<file path="src/hdl/mct_pkg.sv">
`timescale 1ns / 1ps
// ----------------------------------------------------------------------------
// mct_pkg - shared types and constants of the multi-slot countdown timer
// Slot mode codes, request kinds, register indexes and the packed layout of
// the input and result items.
// ----------------------------------------------------------------------------
package mct_pkg;

  // Number of countdown slots (1 to 8)
  localparam int SLOTS  = 3;
  localparam int SLOT_W = (SLOTS > 1) ? $clog2(SLOTS) : 1;

  // Field widths
  localparam int MIN_W   = 7;
  localparam int REM_W   = 23;
  localparam int TAP_W   = 9;
  localparam int TGT_W   = 3;
  localparam int IDX_W   = 3;
  localparam int CFG_W   = 9;
  localparam int CFG_I_W = 1;

  localparam int IN_DATA_W  = 16;
  localparam int OUT_DATA_W = 48;

  // Milliseconds per minute
  localparam logic [REM_W-1:0] MS_PER_MIN = REM_W'(60000);

  // Register reset values
  localparam logic [TAP_W-1:0] TAP_SPLIT_RST   = TAP_W'(160);
  localparam logic [MIN_W-1:0] MAX_MINUTES_RST = MIN_W'(99);

  typedef enum logic [1:0] {
    MODE_SETTING = 2'd0,
    MODE_RUNNING = 2'd1,
    MODE_PAUSED  = 2'd2,
    MODE_DONE    = 2'd3
  } mode_e;

  typedef enum logic [1:0] {
    REQ_TICK   = 2'd0,
    REQ_TAP    = 2'd1,
    REQ_LONG   = 2'd2,
    REQ_SWITCH = 2'd3
  } req_e;

  typedef enum logic [CFG_I_W-1:0] {
    CFG_TAP_SPLIT   = 1'b0,
    CFG_MAX_MINUTES = 1'b1
  } cfg_e;

  // Accepted input item
  typedef struct packed {
    req_e             req;
    logic [TAP_W-1:0] tap_x;
    logic [TGT_W-1:0] target_slot;
  } in_t;

  // Result item; last member sits in the lowest bits
  typedef struct packed {
    logic             any_active;
    logic             any_running;
    logic [IDX_W-1:0] alarm_slot;
    logic             alarm_active;
    logic [MIN_W-1:0] focused_minutes;
    logic [REM_W-1:0] focused_remaining_ms;
    mode_e            focused_state;
    logic [IDX_W-1:0] focused_slot;
  } out_t;

  // Set time of a slot after reset: 5 minutes per slot position
  function automatic logic [MIN_W-1:0] init_minutes(input int idx);
    init_minutes = MIN_W'(5 * (idx + 1));
  endfunction

  function automatic logic [REM_W-1:0] init_remaining(input int idx);
    init_remaining = REM_W'(5 * (idx + 1) * 60000);
  endfunction

endpackage

</file>
<file path="src/hdl/multi_slot_countdown_timer.sv">
`timescale 1ns / 1ps
// ----------------------------------------------------------------------------
// multi_slot_countdown_timer - several countdown slots driven by events
// Ticks count running slots down; taps and long presses move slots between
// setting, running, paused and done; focus switches move the focus. One result per event.
// ----------------------------------------------------------------------------
// Usage:
//   s_axis carries one event per transfer: tuser holds the event kind, tdata
//   the tap position and the focus target. m_axis returns one result per
//   event: the focused slot's mode, remaining time and set time plus the
//   alarm and activity summary over all slots, all as they stand after it.
//   cfg writes tap_split (index 0) and max_minutes (index 1); it is always
//   ready and must only be used while no event is in flight.
//   An event passes from the input register through the slot update logic
//   into the result register. Throughput is one event per cycle while the
//   receiver accepts results; the slot update for all slots plus one
//   minutes-to-milliseconds multiply sits between the two registers.
//   When the receiver stalls, the result register holds and the input
//   register still takes one more event, after which s_axis_tready drops.
//   Reset puts every slot in setting with 5, 10, 15 ... minutes, focus on
//   slot 0 and the registers at their defaults; no result is pending.
// ----------------------------------------------------------------------------
module multi_slot_countdown_timer
  import mct_pkg::*;
(
  input  logic                  clk_i,
  input  logic                  rst_ni,
  // Event stream
  input  logic                  s_axis_tvalid,
  output logic                  s_axis_tready,
  input  logic [IN_DATA_W-1:0]  s_axis_tdata,  // [8:0] tap_x, [11:9] target_slot
  input  logic [1:0]            s_axis_tuser,  // [1:0] req_type
  // Result stream
  output logic                  m_axis_tvalid,
  input  logic                  m_axis_tready,
  output logic [OUT_DATA_W-1:0] m_axis_tdata,  // [2:0] focused_slot,
                                               // [4:3] focused_state,
                                               // [27:5] focused_remaining_ms,
                                               // [34:28] focused_minutes,
                                               // [35] alarm_active,
                                               // [38:36] alarm_slot,
                                               // [39] any_running,
                                               // [40] any_active
  // Register writes
  input  logic                  cfg_valid_i,
  output logic                  cfg_ready_o,
  input  logic [CFG_I_W-1:0]    cfg_index_i,
  input  logic [CFG_W-1:0]      cfg_data_i
);

  // Configuration registers
  logic [TAP_W-1:0] tap_split_q;
  logic [MIN_W-1:0] max_minutes_q;

  // Slot state
  mode_e [SLOTS-1:0]             mode_q, mode_d;
  logic  [SLOTS-1:0][MIN_W-1:0]  minutes_q, minutes_d;
  logic  [SLOTS-1:0][REM_W-1:0]  rem_q, rem_d;
  logic  [SLOT_W-1:0]            focus_q, focus_d;

  // Pipeline registers
  logic in_valid_q;
  in_t  in_q;
  logic out_valid_q;
  out_t out_q, out_d;

  logic advance;

  // Event decode
  logic [SLOTS-1:0]  done_vec;
  logic              had_done;
  logic [SLOT_W-1:0] first_done;
  logic [SLOT_W-1:0] tap_slot;
  logic [MIN_W:0]    tap_min;
  logic [MIN_W:0]    top_min;
  logic [MIN_W-1:0]  new_min;
  logic [MIN_W-1:0]  mul_min;
  logic [REM_W-1:0]  set_ms;

  // Result summary
  logic              sum_run;
  logic              sum_act;
  logic              sum_alarm;
  logic [SLOT_W-1:0] sum_alarm_idx;

  // Handshakes
  assign advance       = in_valid_q && (!out_valid_q || m_axis_tready);
  assign s_axis_tready = !in_valid_q || advance;
  assign cfg_ready_o   = 1'b1;

  // Register writes
  always_ff @(posedge clk_i or negedge rst_ni) begin
    if (!rst_ni) begin
      tap_split_q   <= TAP_SPLIT_RST;
      max_minutes_q <= MAX_MINUTES_RST;
    end else if (cfg_valid_i) begin
      case (cfg_index_i)
        CFG_TAP_SPLIT:   tap_split_q   <= cfg_data_i;
        CFG_MAX_MINUTES: max_minutes_q <= cfg_data_i[MIN_W-1:0];
        default: ;
      endcase
    end
  end

  // Capture an event on transfer
  always_ff @(posedge clk_i or negedge rst_ni) begin
    if (!rst_ni) begin
      in_valid_q <= 1'b0;
    end else if (s_axis_tready) begin
      in_valid_q <= s_axis_tvalid;
    end
  end

  always_ff @(posedge clk_i) begin
    if (s_axis_tready && s_axis_tvalid) begin
      in_q.req         <= req_e'(s_axis_tuser);
      in_q.tap_x       <= s_axis_tdata[TAP_W-1:0];
      in_q.target_slot <= s_axis_tdata[TAP_W+TGT_W-1:TAP_W];
    end
  end

  // Find the lowest done slot before the event
  always_comb begin
    for (int i = 0; i < SLOTS; i++) begin
      done_vec[i] = (mode_q[i] == MODE_DONE);
    end
    had_done   = |done_vec;
    first_done = '0;
    for (int i = SLOTS - 1; i >= 0; i--) begin
      if (done_vec[i]) begin
        first_done = SLOT_W'(i);
      end
    end
    tap_slot = had_done ? first_done : focus_q;
  end

  // Adjust minutes for a tap in setting, clamped to 1..top
  always_comb begin
    top_min = (max_minutes_q == '0) ? (MIN_W+1)'(1) : {1'b0, max_minutes_q};
    if ({1'b0, in_q.tap_x} < {1'b0, tap_split_q}) begin
      tap_min = (minutes_q[tap_slot] > MIN_W'(1))
              ? {1'b0, minutes_q[tap_slot]} - (MIN_W+1)'(1)
              : (MIN_W+1)'(1);
    end else begin
      tap_min = {1'b0, minutes_q[tap_slot]} + (MIN_W+1)'(1);
    end
    if (tap_min > top_min) begin
      tap_min = top_min;
    end
    if (tap_min == '0) begin
      tap_min = (MIN_W+1)'(1);
    end
    new_min = tap_min[MIN_W-1:0];
  end

  // Pick the minutes that set a slot's remaining time
  always_comb begin
    case (in_q.req)
      REQ_TAP: begin
        mul_min = (mode_q[tap_slot] == MODE_SETTING) ? new_min : minutes_q[tap_slot];
      end
      default: mul_min = minutes_q[focus_q];
    endcase
  end

  assign set_ms = REM_W'(mul_min) * MS_PER_MIN;

  // Next slot state
  always_comb begin
    mode_d    = mode_q;
    minutes_d = minutes_q;
    rem_d     = rem_q;
    focus_d   = focus_q;
    case (in_q.req)
      REQ_TICK: begin
        for (int i = 0; i < SLOTS; i++) begin
          if (mode_q[i] == MODE_RUNNING) begin
            if (rem_q[i] != '0) begin
              rem_d[i] = rem_q[i] - REM_W'(1);
            end
            if (!had_done && rem_d[i] == '0) begin
              mode_d[i] = MODE_DONE;
            end
          end
        end
      end
      REQ_TAP: begin
        case (mode_q[tap_slot])
          MODE_SETTING: begin
            minutes_d[tap_slot] = new_min;
            rem_d[tap_slot]     = set_ms;
          end
          MODE_RUNNING: mode_d[tap_slot] = MODE_PAUSED;
          MODE_PAUSED:  mode_d[tap_slot] = MODE_RUNNING;
          default: begin
            mode_d[tap_slot] = MODE_SETTING;
            rem_d[tap_slot]  = set_ms;
          end
        endcase
      end
      REQ_LONG: begin
        if (mode_q[focus_q] == MODE_SETTING) begin
          mode_d[focus_q] = MODE_RUNNING;
        end else begin
          mode_d[focus_q] = MODE_SETTING;
          rem_d[focus_q]  = set_ms;
        end
      end
      default: begin
        if ({1'b0, in_q.target_slot} < (TGT_W+1)'(SLOTS)) begin
          focus_d = in_q.target_slot[SLOT_W-1:0];
        end
      end
    endcase
  end

  // Summarize the slots after the event
  always_comb begin
    sum_run       = 1'b0;
    sum_act       = 1'b0;
    sum_alarm     = 1'b0;
    sum_alarm_idx = '0;
    for (int i = 0; i < SLOTS; i++) begin
      if (mode_d[i] == MODE_RUNNING) begin
        sum_run = 1'b1;
        sum_act = 1'b1;
      end
      if (mode_d[i] == MODE_PAUSED) begin
        sum_act = 1'b1;
      end
    end
    for (int i = SLOTS - 1; i >= 0; i--) begin
      if (mode_d[i] == MODE_DONE) begin
        sum_alarm     = 1'b1;
        sum_alarm_idx = SLOT_W'(i);
      end
    end
    out_d.focused_slot         = IDX_W'(focus_d);
    out_d.focused_state        = mode_d[focus_d];
    out_d.focused_remaining_ms = rem_d[focus_d];
    out_d.focused_minutes      = minutes_d[focus_d];
    out_d.alarm_active         = sum_alarm;
    out_d.alarm_slot           = IDX_W'(sum_alarm_idx);
    out_d.any_running          = sum_run;
    out_d.any_active           = sum_act;
  end

  // Commit slot state
  always_ff @(posedge clk_i or negedge rst_ni) begin
    if (!rst_ni) begin
      for (int i = 0; i < SLOTS; i++) begin
        mode_q[i]    <= MODE_SETTING;
        minutes_q[i] <= init_minutes(i);
        rem_q[i]     <= init_remaining(i);
      end
      focus_q <= '0;
    end else if (advance) begin
      mode_q    <= mode_d;
      minutes_q <= minutes_d;
      rem_q     <= rem_d;
      focus_q   <= focus_d;
    end
  end

  // Result register: load on advance, drop on transfer
  always_ff @(posedge clk_i or negedge rst_ni) begin
    if (!rst_ni) begin
      out_valid_q <= 1'b0;
    end else if (advance) begin
      out_valid_q <= 1'b1;
    end else if (m_axis_tready) begin
      out_valid_q <= 1'b0;
    end
  end

  always_ff @(posedge clk_i) begin
    if (advance) begin
      out_q <= out_d;
    end
  end

  assign m_axis_tvalid = out_valid_q;
  assign m_axis_tdata  = {(OUT_DATA_W - $bits(out_t))'(0), out_q};

  // Checks
  a_focus_range: assert property (@(posedge clk_i) disable iff (!rst_ni)
    {1'b0, focus_q} < (SLOT_W+1)'(SLOTS))
    else $error("focus index out of range");

  a_out_matches_state: assert property (@(posedge clk_i) disable iff (!rst_ni)
    out_valid_q |-> (out_q.focused_slot == IDX_W'(focus_q)) &&
                    (out_q.focused_state == mode_q[focus_q]) &&
                    (out_q.focused_minutes == minutes_q[focus_q]))
    else $error("pending result differs from slot state");

  a_minutes_nonzero: assert property (@(posedge clk_i) disable iff (!rst_ni)
    out_valid_q |-> out_q.focused_minutes != '0)
    else $error("slot set time reached zero");

  a_tick_keeps_minutes: assert property (@(posedge clk_i) disable iff (!rst_ni)
    (advance && in_q.req == REQ_TICK) |=> $stable(minutes_q) && $stable(focus_q))
    else $error("tick changed set time or focus");

  a_alarm_slot_done: assert property (@(posedge clk_i) disable iff (!rst_ni)
    (out_valid_q && out_q.alarm_active) |->
      mode_q[out_q.alarm_slot[SLOT_W-1:0]] == MODE_DONE)
    else $error("alarm slot not in done mode");

endmodule
</file>
<file path="config.mk">
export PLATFORM = sky130hd
export DESIGN_NAME = multi_slot_countdown_timer
export DESIGN_NICKNAME = d
export VERILOG_FILES = /design/src/hdl/mct_pkg.sv /design/src/hdl/multi_slot_countdown_timer.sv
export SDC_FILE = /design/constraint.sdc
export NUM_CORES = 1
export LEC_CHECK = 0
export ABC_AREA = 1
export BUFFER_PORTS_ARGS = -buffer_cell sky130_fd_sc_hd__buf_2
export CAP_MARGIN = 40
export CORE_MARGIN = 3
export CORE_UTILIZATION = 30
export CTS_BUF_LIST = sky130_fd_sc_hd__clkbuf_8
export CTS_CLUSTER_DIAMETER = 150
export DETAILED_ROUTE_END_ITERATION = 8
export SYNTH_ARGS = -nofsm -noshare
export SYNTH_HDL_FRONTEND = slang
export SYNTH_SLANG_ARGS = --single-unit
</file>
<file path="constraint.sdc">
create_clock -name clk_i -period 22.7 [get_ports clk_i]
set_input_delay 2.27 -clock clk_i [delete_from_list [all_inputs] [get_ports clk_i]]
set_output_delay 2.27 -clock clk_i [all_outputs]
set_load 0.02 [all_outputs]
</file>
==> flow_metrics.tcl <==
set metrics [dict create \
    grt-ovfl-total 0 \
    end_kind "register" \
    ioPinCount 84 \
    synth_cell_types 62 \
    dp_hpwl_um 36800 \
    criticalPathCategory "reg2reg" \
    drt_wl_total_um 49300 \
    clockBufferDepth 2 \
    fp.dieH_um 227 \
    synth_flop_cell "dfrtp_1" \
    syn_area_sq_um 14600 \
    grt_pass1_wl_um 76900 \
    synthCells 2026 \
    nNetsFinal 2183 \
    ys_warn_count 0 \
    core.rowCount 80 \
    setup_violations 0 \
    clkLatencyLatePin_ns 0.51 \
    worst_setup_path_start_kind "register" \
    worst_slew_pin_slew_ns 0.919 \
    finalHoldWorstSlack_ns 0.489 \
    place_area_sq_um 15600 \
    portBuffers 69 \
    multi_input_area_sq_um 8730 \
    grt_max_degree 94 \
    synth_area_leaders "dfrtp_1, edfxtp_1, nand2_1" \
    synth_xor_area_frac 0.0383 \
    layout.filler_cells 5140 \
    cts_made_buffers 17 \
    synth_compound_gate_area_share 0.207 \
    design.die.area_sq_um 51400 \
    ys_async_sr_fraction 0.686 \
    cts-root-buf "clkbuf_8" \
    antenna_found_initial 2 \
    tns_ns 0 \
    avgViaCountPerCell 5.38 \
    path_max_fanout 16 \
    crit_required_ns 22.89 \
    post_cts_resized 0 \
    grt_usage 0.192 \
    via_count 14500 \
    synthMuxAreaShare 0 \
    drt_iter0_markers 1255 \
    relSlewSlack 0.387 \
    critical-path-max-stage-delay_ns 0.60 \
    yosys.area.top_type "dfrtp_1" \
    gp_congestion 0.958 \
    layout-drive-gt1-share 0.121 \
    synthAdderAreaFrac 0.0864 \
    ys_ff_latch 169 \
    first_global_vias 13600 \
    cts_tree "yes" \
    period_share 0.428 \
    fin_skew_ns 0.0282 \
    hp-class "reg2reg" \
    critPathArrivalTime_ns 9.90 \
    drv_slew 0 \
    yosys.area.top_type_share 0.128 \
    fin_crit_ns 9.72 \
    area_growth_pct 9.10 \
    regArea_sq_um 4550 \
    cts_htree_levels 4 \
    hold_viol_final 0 \
    syn_area_per_cell_sq_um 7.22 \
    start_util 0.305 \
    coreArea_sq_um 47900 \
    worst_path_max_delay_cell "dfrtp_1" \
    outcome "completed" \
    clock.fmax_ghz 0.103 \
    rsz0062_at_grt "no" \
    cts_hold_buf 0 \
    wl_per_cell_um 18.3 \
    synth_top_family_by_area "simple AND/OR/NAND/NOR gates" \
    ys_seq_area_frac 0.311 \
    max_cap_violations 0 \
    final_antenna_net_count 0 \
    synth_simple_gate_area_share 0.262 \
    clk_pin_slew_worst_paths_ns 0.11 \
    post-cts-setup-buffer-count 0 \
    numClockSinks 169 \
    drc_errors 0 \
    die_w_um 227 \
    drt-pass1-iter-count 6 \
    synth-edff-count 53 \
    final_area_sq_um 16000 \
    worst_path_most_repeated_cell "nand2_1" \
]
## worst max-delay path, delay by kind of cell, from the launching register on
| kind | cells | cell delay, ns |
|---|---|---|
| buffers and inverters | 8 | 0.91 |
| adders and majority gates | 7 | 2.11 |
| xor gates and xnor gates | 1 | 0.46 |
| and+or+nand+nor | 24 | 2.82 |
| DFF | 1 | 0.60 |
| AOI/OAI and AO/OA | 11 | 2.45 |
## cell type report
cell class | instances | share of cell area
diodes | 1 | 0.000157
clock buffers | 18 | 0.0155
clock inverters | 14 | 0.00863
inverters | 258 | 0.0612
multi-input cells | 1520 | 0.547
flip-flops and latches | 169 | 0.285
well taps | 615 | 0.0482
repair buffers | 92 | 0.0339
## cells in the mapped netlist, drive strengths merged, types with 2 or more instances
library cell  instances
nand2               445
o21ai               283
inv                 255
nor2                177
nand3               133
a21oi                95
ha                   77
dfrtp                75
clkbuf               59
xor2                 59
edfxtp               53
dfstp                41
o211ai               32
nand4                29
buf                  28
nor3                 24
a221oi               23
a22oi                21
fa                   15
o221ai               15
o22ai                13
a32oi                10
or2                  10
nor4                  7
nand3b                5
o2111ai               5
xnor2                 5
a211oi                4
o31ai                 4
and3                  3
clkinv                3
o21a                  3
a2111oi               2
a31o                  2
conb                  2
nor3b                 2
## registers in the layout, summed over array words and instances, names as in the netlist
| signal | cells |
|---|---|
| m_axis_tvalid | 1 |
| m_axis_tdata | 39 |
| tap_split_q | 9 |
| rem_q | 69 |
| max_minutes_q | 7 |
| minutes_q | 21 |
| focus_q | 2 |
| in_q | 14 |
| in_valid_q | 1 |
| mode_q | 6 |
## cell usage in the layout, fill, tap and decap left out, types with 11 or more instances in the layout
cell type / n
nand2_1: 420
o21ai_0: 277
inv_1: 250
nor2_1: 160
nand3_1: 114
a21oi_1: 93
ha_1: 77
dfrtp_1: 75
buf_2: 68
xor2_1: 59
edfxtp_1: 53
dfstp_2: 41
o211ai_1: 32
nand4_1: 29
nor3_1: 24
a221oi_1: 23
buf_4: 23
a22oi_1: 21
clkbuf_8: 18
o221ai_1: 15
fa_1: 15
nand2_2: 14
nand3_2: 13
o22ai_1: 13
nand2_4: 11
## path summary, 6_finish.rpt
check | startpoint | end | slack, ns | depth (start not counted)
setup / recovery | mode_q[1] | m_axis_tdata[23] | 12.98 | 51
setup reg to reg | mode_q[1] | m_axis_tdata[23] | 12.98 | 51
max in group asynchronous | rst_ni | minutes_q[19] | 20.04 | 3
hold / removal | tap_split_q[7] | tap_split_q[7] | 0.49 | 2
min in group asynchronous | rst_ni | in_valid_q | 1.55 | 1
hold reg to reg | tap_split_q[7] | tap_split_q[7] | 0.49 | 2
## per-layer routing
metal,global-route usage,share of wire
met1,0.264,0.45
met2,0.296,0.44
met3,0.0357,0.071
met4,0.0770,0.036
met5,0,0.00055
## cell families after synthesis
family                     Yosys count
AOI/OAI and AO/OA                  518
DFF                                169
and+or+nand+nor                    836
adders and majority gates           92
buffers and inverters              345
other                                2
xor gates and xnor gates            64
## through the flow
step                      cells   util  setup slack, ns
final                      2687  0.333            12.98
after global routing       2686  0.333            12.13
after CTS                  2686  0.333            13.14
after detailed placement   2654  0.325            13.17
after global placement     2649  0.323            13.27
after floorplan            2034      -            15.16
Power is not shown: default switching activity piles up to over one toggle a cycle in this logic, so the estimate is an artifact.
